File: src/rtl/tec_pkg.sv
// Shared types and constants for the tab expand and compress block.
`default_nettype none

package tec_pkg;

  localparam int unsigned TAB_MAX_DEF  = 16;
  localparam int unsigned QDEPTH_DEF   = 4;
  localparam int unsigned START_W      = 12;
  localparam int unsigned START_STEPS  = START_W;

  localparam logic [15:0] CH_TAB   = 16'h0009;
  localparam logic [15:0] CH_SPACE = 16'h0020;

  typedef enum logic [1:0] {
    REG_MODE  = 2'd0,
    REG_LEAD  = 2'd1,
    REG_TABW  = 2'd2,
    REG_START = 2'd3
  } reg_idx_e;

  typedef struct packed {
    logic                 we;
    reg_idx_e             idx;
    logic [START_W-1:0]   data;
  } cfg_wr_t;

  // One command per item: a run of spaces, then an optional final character.
  typedef struct packed {
    logic [4:0]  spaces;
    logic        has_fin;
    logic [15:0] fin_char;
    logic        last;
  } tec_cmd_t;

  localparam int unsigned CMD_W = $bits(tec_cmd_t);

endpackage

`default_nettype wire

File: src/rtl/tab_expand_compress_top.sv
// Top level of the tab expand and compress block.
// An item passes the command queue and the back end's command register; its first output
// beat is then registered. Throughput: one input beat per cycle while the output side keeps
// up; an n-beat item holds the back end until its last beat is taken, and the queue absorbs
// the difference. A register write holds off input while start column mod tab width is
// recomputed one bit a cycle. Reset loads the register defaults and empties the queue.
`default_nettype none

module tab_expand_compress_top #(
  parameter int unsigned TAB_MAX = tec_pkg::TAB_MAX_DEF,
  parameter int unsigned QDEPTH  = tec_pkg::QDEPTH_DEF
) (
  input  wire logic        clk_i,
  input  wire logic        rst_ni,
  input  wire logic        cfg_we_i,
  input  wire logic [1:0]  cfg_idx_i,
  input  wire logic [11:0] cfg_data_i,
  input  wire logic        s_axis_tvalid,
  output logic             s_axis_tready,
  input  wire logic [15:0] s_axis_tdata,   // [15:0] char_in
  input  wire logic        s_axis_tlast,   // line_end
  output logic             m_axis_tvalid,
  input  wire logic        m_axis_tready,
  output logic [15:0]      m_axis_tdata,   // [15:0] char_out
  output logic             m_axis_tlast    // last_out
);

  tec_pkg::cfg_wr_t  cfg;
  tec_pkg::tec_cmd_t push_cmd, pop_cmd;
  logic              push, full, pop, empty;

  assign cfg.we   = cfg_we_i;
  assign cfg.idx  = tec_pkg::reg_idx_e'(cfg_idx_i);
  assign cfg.data = cfg_data_i;

  tec_front #(
    .TAB_MAX(TAB_MAX)
  ) u_front (
    .clk_i      (clk_i),
    .rst_ni     (rst_ni),
    .cfg_i      (cfg),
    .in_valid_i (s_axis_tvalid),
    .in_ready_o (s_axis_tready),
    .char_i     (s_axis_tdata),
    .line_end_i (s_axis_tlast),
    .q_full_i   (full),
    .push_o     (push),
    .cmd_o      (push_cmd)
  );

  tec_fifo #(
    .DEPTH(QDEPTH)
  ) u_fifo (
    .clk_i   (clk_i),
    .rst_ni  (rst_ni),
    .push_i  (push),
    .wdata_i (push_cmd),
    .full_o  (full),
    .pop_i   (pop),
    .rdata_o (pop_cmd),
    .empty_o (empty)
  );

  tec_back u_back (
    .clk_i       (clk_i),
    .rst_ni      (rst_ni),
    .q_data_i    (pop_cmd),
    .q_empty_i   (empty),
    .q_pop_o     (pop),
    .out_valid_o (m_axis_tvalid),
    .out_ready_i (m_axis_tready),
    .out_char_o  (m_axis_tdata),
    .out_last_o  (m_axis_tlast)
  );

endmodule

`default_nettype wire

File: src/rtl/tec_front.sv
// Front end: configuration registers, line state and per-character classification.
`default_nettype none

module tec_front #(
  parameter int unsigned TAB_MAX = tec_pkg::TAB_MAX_DEF
) (
  input  wire logic             clk_i,
  input  wire logic             rst_ni,
  input  wire tec_pkg::cfg_wr_t cfg_i,
  input  wire logic             in_valid_i,
  output logic                  in_ready_o,
  input  wire logic [15:0]      char_i,
  input  wire logic             line_end_i,
  input  wire logic             q_full_i,
  output logic                  push_o,
  output tec_pkg::tec_cmd_t     cmd_o
);

  localparam int unsigned TW_BOUND = (TAB_MAX < 16) ? TAB_MAX : 16;
  localparam int unsigned CNT_W    = $clog2(tec_pkg::START_STEPS);

  logic                        mode_q, lead_only_q;
  logic [4:0]                  tab_width_q;
  logic [tec_pkg::START_W-1:0] start_col_q;

  logic [3:0] phase_q, phase_d;
  logic [3:0] pend_q, pend_d;
  logic       lead_done_q, lead_done_d;
  logic [3:0] start_phase_q;

  logic                        busy_q;
  logic [CNT_W-1:0]            cnt_q;
  logic [tec_pkg::START_W-1:0] dvd_q;
  logic [3:0]                  rem_q;

  logic [4:0] tw_eff;
  logic [4:0] adv5, pend_inc, rem_try, rem_next;
  logic [3:0] phase_adv;
  logic       accept, active;
  tec_pkg::tec_cmd_t cmd;

  always_comb begin
    if (tab_width_q == 5'd0) begin
      tw_eff = 5'd1;
    end else if (tab_width_q > 5'(TW_BOUND)) begin
      tw_eff = 5'(TW_BOUND);
    end else begin
      tw_eff = tab_width_q;
    end
  end

  assign adv5      = {1'b0, phase_q} + 5'd1;
  assign phase_adv = (adv5 >= tw_eff) ? 4'd0 : adv5[3:0];
  assign pend_inc  = {1'b0, pend_q} + 5'd1;
  assign active    = !(lead_only_q && lead_done_q);

  assign in_ready_o = !q_full_i && !busy_q;
  assign accept     = in_valid_i && in_ready_o;

  // Restoring remainder step for start column modulo tab width.
  assign rem_try  = {rem_q, dvd_q[tec_pkg::START_W-1]};
  assign rem_next = (rem_try >= tw_eff) ? (rem_try - tw_eff) : rem_try;

  always_comb begin
    cmd         = '0;
    phase_d     = phase_q;
    pend_d      = pend_q;
    lead_done_d = lead_done_q;
    if (!active) begin
      cmd.has_fin  = 1'b1;
      cmd.fin_char = char_i;
      phase_d      = (char_i == tec_pkg::CH_TAB) ? 4'd0 : phase_adv;
    end else if (char_i == tec_pkg::CH_TAB) begin
      if (!mode_q) begin
        cmd.spaces = tw_eff - {1'b0, phase_q};
      end else begin
        cmd.has_fin  = 1'b1;
        cmd.fin_char = tec_pkg::CH_TAB;
      end
      phase_d = 4'd0;
      pend_d  = 4'd0;
    end else if (char_i == tec_pkg::CH_SPACE) begin
      phase_d = phase_adv;
      if (!mode_q) begin
        cmd.has_fin  = 1'b1;
        cmd.fin_char = tec_pkg::CH_SPACE;
      end else if (phase_adv == 4'd0) begin
        cmd.has_fin  = 1'b1;
        cmd.fin_char = tec_pkg::CH_TAB;
        pend_d       = 4'd0;
      end else begin
        pend_d = pend_inc[3:0];
      end
    end else begin
      cmd.spaces   = {1'b0, pend_q};
      cmd.has_fin  = 1'b1;
      cmd.fin_char = char_i;
      phase_d      = phase_adv;
      pend_d       = 4'd0;
      if (lead_only_q) begin
        lead_done_d = 1'b1;
      end
    end
    // At line end any held spaces go out after whatever this character gave.
    if (line_end_i) begin
      cmd.spaces  = cmd.spaces + {1'b0, pend_d};
      cmd.last    = 1'b1;
      pend_d      = 4'd0;
      lead_done_d = 1'b0;
      phase_d     = start_phase_q;
    end
  end

  assign push_o = accept && ((cmd.spaces != 5'd0) || cmd.has_fin);
  assign cmd_o  = cmd;

  always_ff @(posedge clk_i or negedge rst_ni) begin
    if (!rst_ni) begin
      mode_q        <= 1'b0;
      lead_only_q   <= 1'b0;
      tab_width_q   <= 5'd4;
      start_col_q   <= '0;
      phase_q       <= 4'd0;
      pend_q        <= 4'd0;
      lead_done_q   <= 1'b0;
      start_phase_q <= 4'd0;
      busy_q        <= 1'b0;
      cnt_q         <= '0;
      dvd_q         <= '0;
      rem_q         <= 4'd0;
    end else if (cfg_i.we) begin
      case (cfg_i.idx)
        tec_pkg::REG_MODE:  mode_q      <= cfg_i.data[0];
        tec_pkg::REG_LEAD:  lead_only_q <= cfg_i.data[0];
        tec_pkg::REG_TABW:  tab_width_q <= cfg_i.data[4:0];
        tec_pkg::REG_START: start_col_q <= cfg_i.data;
        default: ;
      endcase
      pend_q      <= 4'd0;
      lead_done_q <= 1'b0;
      busy_q      <= 1'b1;
      cnt_q       <= '0;
      rem_q       <= 4'd0;
      dvd_q       <= (cfg_i.idx == tec_pkg::REG_START) ? cfg_i.data : start_col_q;
    end else if (busy_q) begin
      dvd_q <= {dvd_q[tec_pkg::START_W-2:0], 1'b0};
      rem_q <= rem_next[3:0];
      cnt_q <= cnt_q + 1'b1;
      if (cnt_q == CNT_W'(tec_pkg::START_STEPS - 1)) begin
        busy_q        <= 1'b0;
        start_phase_q <= rem_next[3:0];
        phase_q       <= rem_next[3:0];
      end
    end else if (accept) begin
      phase_q     <= phase_d;
      pend_q      <= pend_d;
      lead_done_q <= lead_done_d;
    end
  end

  a_cfg_busy: assert property (@(posedge clk_i) disable iff (!rst_ni)
    cfg_i.we |=> (busy_q && !in_ready_o))
    else $error("input not held off after a configuration write");

  a_phase_range: assert property (@(posedge clk_i) disable iff (!rst_ni)
    !busy_q |-> ({1'b0, phase_q} < tw_eff))
    else $error("column phase outside the tab width");

  a_pend_range: assert property (@(posedge clk_i) disable iff (!rst_ni)
    (mode_q && !busy_q) |-> ({1'b0, pend_q} < tw_eff))
    else $error("held spaces reach a tab stop");

endmodule

`default_nettype wire

File: src/rtl/tec_fifo.sv
// Short command queue between the front and back ends.
`default_nettype none

module tec_fifo #(
  parameter int unsigned DEPTH = tec_pkg::QDEPTH_DEF
) (
  input  wire logic              clk_i,
  input  wire logic              rst_ni,
  input  wire logic              push_i,
  input  wire tec_pkg::tec_cmd_t wdata_i,
  output logic                   full_o,
  input  wire logic              pop_i,
  output tec_pkg::tec_cmd_t      rdata_o,
  output logic                   empty_o
);

  localparam int unsigned AW = (DEPTH > 1) ? $clog2(DEPTH) : 1;
  localparam int unsigned CW = $clog2(DEPTH + 1);

  tec_pkg::tec_cmd_t mem_q [DEPTH];
  logic [AW-1:0]     wr_ptr_q, rd_ptr_q;
  logic [CW-1:0]     count_q;
  logic              do_push, do_pop;

  assign full_o  = (count_q == CW'(DEPTH));
  assign empty_o = (count_q == '0);
  assign do_push = push_i && !full_o;
  assign do_pop  = pop_i && !empty_o;
  assign rdata_o = mem_q[rd_ptr_q];

  always_ff @(posedge clk_i) begin
    if (do_push) begin
      mem_q[wr_ptr_q] <= wdata_i;
    end
  end

  always_ff @(posedge clk_i or negedge rst_ni) begin
    if (!rst_ni) begin
      wr_ptr_q <= '0;
      rd_ptr_q <= '0;
      count_q  <= '0;
    end else begin
      if (do_push) begin
        wr_ptr_q <= (wr_ptr_q == AW'(DEPTH - 1)) ? '0 : wr_ptr_q + 1'b1;
      end
      if (do_pop) begin
        rd_ptr_q <= (rd_ptr_q == AW'(DEPTH - 1)) ? '0 : rd_ptr_q + 1'b1;
      end
      if (do_push && !do_pop) begin
        count_q <= count_q + 1'b1;
      end else if (do_pop && !do_push) begin
        count_q <= count_q - 1'b1;
      end
    end
  end

  a_no_overflow: assert property (@(posedge clk_i) disable iff (!rst_ni)
    push_i |-> !full_o)
    else $error("command pushed into a full queue");

endmodule

`default_nettype wire

File: src/rtl/tec_back.sv
// Back end: plays out each command as output beats through a registered stage.
`default_nettype none

module tec_back (
  input  wire logic              clk_i,
  input  wire logic              rst_ni,
  input  wire tec_pkg::tec_cmd_t q_data_i,
  input  wire logic              q_empty_i,
  output logic                   q_pop_o,
  output logic                   out_valid_o,
  input  wire logic              out_ready_i,
  output logic [15:0]            out_char_o,
  output logic                   out_last_o
);

  logic        cmd_vld_q;
  logic [4:0]  rem_q;
  logic        fin_vld_q, last_q;
  logic [15:0] fin_q;
  logic        out_vld_q, out_last_q;
  logic [15:0] out_char_q;
  logic        ld, emit, fin_step, done;

  assign ld       = !out_vld_q || out_ready_i;
  assign emit     = ld && cmd_vld_q;
  assign fin_step = (rem_q == 5'd0) || ((rem_q == 5'd1) && !fin_vld_q);
  assign done     = emit && fin_step;
  assign q_pop_o  = !q_empty_i && (!cmd_vld_q || done);

  assign out_valid_o = out_vld_q;
  assign out_char_o  = out_char_q;
  assign out_last_o  = out_last_q;

  always_ff @(posedge clk_i or negedge rst_ni) begin
    if (!rst_ni) begin
      cmd_vld_q <= 1'b0;
      out_vld_q <= 1'b0;
    end else begin
      if (emit) begin
        out_vld_q <= 1'b1;
      end else if (ld) begin
        out_vld_q <= 1'b0;
      end
      if (q_pop_o) begin
        cmd_vld_q <= 1'b1;
      end else if (done) begin
        cmd_vld_q <= 1'b0;
      end
    end
  end

  always_ff @(posedge clk_i) begin
    if (emit) begin
      out_char_q <= (rem_q != 5'd0) ? tec_pkg::CH_SPACE : fin_q;
      out_last_q <= fin_step && last_q;
    end
    if (q_pop_o) begin
      rem_q     <= q_data_i.spaces;
      fin_vld_q <= q_data_i.has_fin;
      fin_q     <= q_data_i.fin_char;
      last_q    <= q_data_i.last;
    end else if (emit && (rem_q != 5'd0)) begin
      rem_q <= rem_q - 5'd1;
    end
  end

  a_rem_range: assert property (@(posedge clk_i) disable iff (!rst_ni)
    cmd_vld_q |-> ((rem_q <= 5'd16) && ((rem_q != 5'd0) || fin_vld_q)))
    else $error("back end holds an empty or oversized command");

endmodule

`default_nettype wire

File: config.mk
export PLATFORM = sky130hd
export DESIGN_NAME = tab_expand_compress_top
export DESIGN_NICKNAME = d
export VERILOG_FILES = /design/src/rtl/tec_pkg.sv /design/src/rtl/tab_expand_compress_top.sv /design/src/rtl/tec_front.sv /design/src/rtl/tec_fifo.sv /design/src/rtl/tec_back.sv
export SDC_FILE = /design/constraint.sdc
export NUM_CORES = 1
export LEC_CHECK = 0
export BUFFER_PORTS_ARGS = -buffer_cell sky130_fd_sc_hd__clkbuf_2
export CORE_MARGIN = 2
export CORE_UTILIZATION = 35
export DETAILED_ROUTE_END_ITERATION = 10
export HOLD_SLACK_MARGIN = 0.1
export SKIP_CTS_REPAIR_TIMING = 1
export SYNTH_ARGS = -nofsm -noshare
export SYNTH_HDL_FRONTEND = slang
export SYNTH_SLANG_ARGS = --single-unit
File: constraint.sdc
create_clock -name clk_i -period 8.56 [get_ports clk_i]
set_clock_uncertainty 0.15 [all_clocks]
set_input_delay 1.284 -clock clk_i [delete_from_list [all_inputs] [get_ports clk_i]]
set_output_delay 1.284 -clock clk_i [all_outputs]
set_load 0.02 [all_outputs]
==> flow_metrics.py <==
metrics = {
    "routing": {
        "drt_first_pass_iters": 4,
        "drt_iter0_markers": 338,
        "viasPerCell": 5.06,
        "drt-total-wl_um": 17600,
        "final_antenna_net_count": 0,
        "wl_per_cell_um": 16.4,
        "vias": 5423,
        "drc": 0,
    },
    "finish": {
        "fin_nets": 791,
        "drive_above_1_share_pct": 22.8,
        "diodes": 0,
        "area_growth_pct": 13.8,
        "fill_cells": 2429,
    },
    "yosys": {
        "synthArstFlopShare_pct": 32.0,
        "syn-num-nets": 745,
        "yosys.area.top_type": "edfxtp_1",
        "synth-edff-count": 132,
        "synth_area_leaders": "edfxtp_1 (43%), dfrtp_1 (17%), mux4_2 (5.7%)",
        "synthesis.area_sq_um": 9130,
        "yosys.area.top_type_share_pct": 43.4,
        "synth_cell_types": 72,
        "synth_cells": 678,
        "synth_seq_cells": 194,
        "synth_area_per_cell_sq_um": 13.5,
        "ys.flop_type": "edfxtp_1",
        "ys.warnings.count": 0,
        "yosysSeqAreaShare_pct": 60.4,
    },
    "setup_path": {
        "cp_common_cell": "ha_1",
        "crit_arrival_ns": 5.98,
        "end_kind": "register",
        "critPathTopFamily": "adder cells",
        "critPathLaunchType": "register",
        "cp.required_ns": 8.73,
        "slowest_delay_ns": 0.50,
        "crit_path_cell_trace": "ha_1, xor2_1, ha_1, a21o_1, a31oi_1, maj3_1, o21ai_0, nor3_1, mux2_2, ha_1, inv_1, fa_1, nor2_1, a41oi_1, o21ai_0, or2_1, nor4_4, nor2_1, ha_1, inv_1, fa_1, mux2_2",
        "path_max_fanout": 6,
        "crit_type": "register to register",
        "cp.buffers_inverters": 2,
        "cp_slowest_cell": "dfrtp_1",
    },
    "clocking": {
        "cts.htree.levels": 4,
        "clk_latency_ns": 0.44,
        "cts-buffers-inserted": 17,
        "cts_tree": "yes",
        "clk_transition_reported_paths_ns": 0.08,
        "clockBufferDepth": 2,
        "cts.sinks": 194,
        "clock-root-buffer": "clkbuf_16",
    },
    "placement": {
        "gp_routability_congestion": 0.851,
        "dp_slack_ns": 2.33,
        "io_buffers": 54,
        "dp_hpwl_um": 11800,
    },
    "floorplanning": {
        "die_h_um": 166,
        "top_level_ports": 55,
        "placementRows": 59,
        "die_x_um": 166,
        "core_sq_um": 25800,
        "start_util_pct": 35.3,
        "die-area_sq_um": 27400,
    },
    "sta": {
        "rsz0062_at_grt": "no",
        "fin_crit_ns": 5.81,
        "max_freq_mhz": 172,
        "max_slew_margin_pct": 44.9,
        "setup_viol": 0,
        "hold_slack_ns": 0.339,
        "hold_viol": 0,
        "fin_crit_sh_pct": 67.9,
        "finalSetupTns_ns": 0,
        "layout_setup_ws_ns": 2.75,
        "drv_slew": 0,
        "worst_pin_slew_ns": 0.818,
    },
    "hold_path": {
        "min_path_type": "register to register",
    },
    "global_route": {
        "first_global_vias": 5408,
        "grt_pass1_wl_um": 28700,
        "track_usage_pct": 13.7,
        "grt_max_degree": 63,
        "grt-ovfl-total": 0,
        "antenna_found_initial": 0,
    },
    "power_and_ir_drop": {
        "finalPower_w": 0.00249,
        "p_leak_nw": 3.94,
        "powerDensity_nw_per_um2": 240,
        "peakVddDrop_uv": 119,
    },
    "status": {
        "outcome": "complete, no violations",
    },
    "run": {
        "drv_cap": 0,
    },
}
[cell usage after synthesis, drive strengths merged (2+ instances only)]
library cell and number:
a211oi 15, a21o 9, a21oi 33, a221oi 2, a22o 4, a22oi 2
a31oi 2, and2 19, and3 2, and3b 2, buf 9, clkbuf 28
dfrtp 61, edfxtp 132, fa 4, ha 27, inv 31, maj3 2
mux2 28, mux2i 16, mux4 23, nand2 38, nand2b 8, nand3 10
nand3b 6, nand4 3, nand4b 4, nor2 43, nor2b 16, nor3 12
nor3b 6, nor4 4, o211ai 2, o21a 7, o21ai 26, o31a 2
o31ai 2, or2 2, or3 3, or4b 3, xnor2 5, xor2 10
[logic make-up after synthesis]
| kind of cell | after synthesis | share of synthesized area, % |
|---|---|---|
| compound gates | 117 | 8.36 |
| xor+xnor | 15 | 1.44 |
| fa+ha+maj | 33 | 4.81 |
| buf+inv | 69 | 2.96 |
| flops | 194 | 60.4 |
| mux | 67 | 10.9 |
| simple gates | 183 | 11.1 |
[power by group]
part | internal [W] | switching, W | total [W]
sequential | 0.00110 | 0.0000748 | 0.00118
combinational | 0.000246 | 0.000256 | 0.000502
clock | 0.000403 | 0.000408 | 0.000811
[per-stage QoR]
| step | util, % | instance area (sq um) | instances |
|---|---|---|---|
| 2_1_floorplan | - | 9130 | 678 |
| 3_3_place_gp | 37.8 | 9770 | 1040 |
| 3_5_place_dp | 37.8 | 9770 | 1040 |
| 4_1_cts | 40.2 | 10400 | 1072 |
| 5_1_grt | 40.2 | 10400 | 1072 |
| 6_report | 40.2 | 10400 | 1072 |
[final cells by class]
class	instances	area [sq um]	area share [%]
Sequential cell	194	5520	53.1
Multi-Input combinational cell	415	3360	32.4
Clock buffer	17	425	4.09
Tap cell	335	419	4.03
Timing Repair Buffer	65	353	3.40
Clock inverter	15	196	1.89
Inverter	31	116	1.12
[metal layers]
layer	vias to the layer above	track usage, %	wire (um)	part of all wire, %
met4	0	4.86	267	1.5
met2	107	22.7	8610	49
li1	2619	-	-	-
met3	18	2.37	639	3.6
met1	2679	18.1	8110	46
met5	-	0	0	0
[state kept, by name (all words and copies together), names as in the netlist, 2 cells and up]
register and flops:
u_fifo.mem_q 92, u_back.fin_q 16, u_back.out_char_o 16, u_front.dvd_q 12, u_front.start_col_q 12, u_back.rem_q 5
u_front.tab_width_q 5, u_front.cnt_q 4, u_front.pend_q 4, u_front.phase_q 4, u_front.rem_q 4, u_front.start_phase_q 4
u_fifo.count_q 3, u_fifo.rd_ptr_q 2, u_fifo.wr_ptr_q 2
[final timing paths]
kind / startpoint / to / slack (ns) / depth (start not counted)
worst max-delay path: u_front.phase_q[1] / u_fifo.count_q[1] / 2.75 / 22
worst min-delay path: u_back.cmd_vld_q / u_back.out_valid_o / 0.34 / 1
worst max register to register: u_front.phase_q[1] / u_fifo.count_q[1] / 2.75 / 22
worst min register to register: u_back.cmd_vld_q / u_back.out_valid_o / 0.34 / 1
max in group asynchronous: rst_ni / u_fifo.count_q[2] / 6.84 / 2
min in group asynchronous: rst_ni / u_front.dvd_q[0] / 0.88 / 2
[worst register-to-register path, cell delays in order (launching register included)]
cell,delay [ns]
dfrtp_1,0.50
ha_1,0.30
xor2_1,0.19
ha_1,0.26
a21o_1,0.18
a31oi_1,0.14
maj3_1,0.23
o21ai_0,0.24
nor3_1,0.44
mux2_2,0.24
ha_1,0.16
inv_1,0.05
fa_1,0.48
nor2_1,0.05
a41oi_1,0.15
o21ai_0,0.21
or2_1,0.34
nor4_4,0.34
nor2_1,0.09
ha_1,0.22
inv_1,0.07
fa_1,0.39
mux2_2,0.27
[layout by cell type, fill, tap and decap left out, types with 3 or more instances in the layout]
master / count
edfxtp_1: 132
dfrtp_1: 61
clkbuf_2: 53
nor2_1: 43
nand2_1: 38
a21oi_1: 33
inv_1: 31
mux2_2: 28
ha_1: 27
o21ai_0: 25
mux4_2: 23
and2_1: 18
clkbuf_16: 17
nor2b_1: 16
mux2i_1: 16
a211oi_1: 15
nor3_1: 11
buf_4: 11
xor2_1: 10
nand3_1: 10
a21o_1: 9
nand2b_1: 8
o21a_1: 7
nand3b_1: 6
nor3b_2: 5
xnor2_1: 5
clkinv_8: 5
fa_1: 4
nand4b_1: 3
or3_1: 3
inv_6: 3
inv_12: 3
No activity file was read; power rests on OpenSTA's default activity.
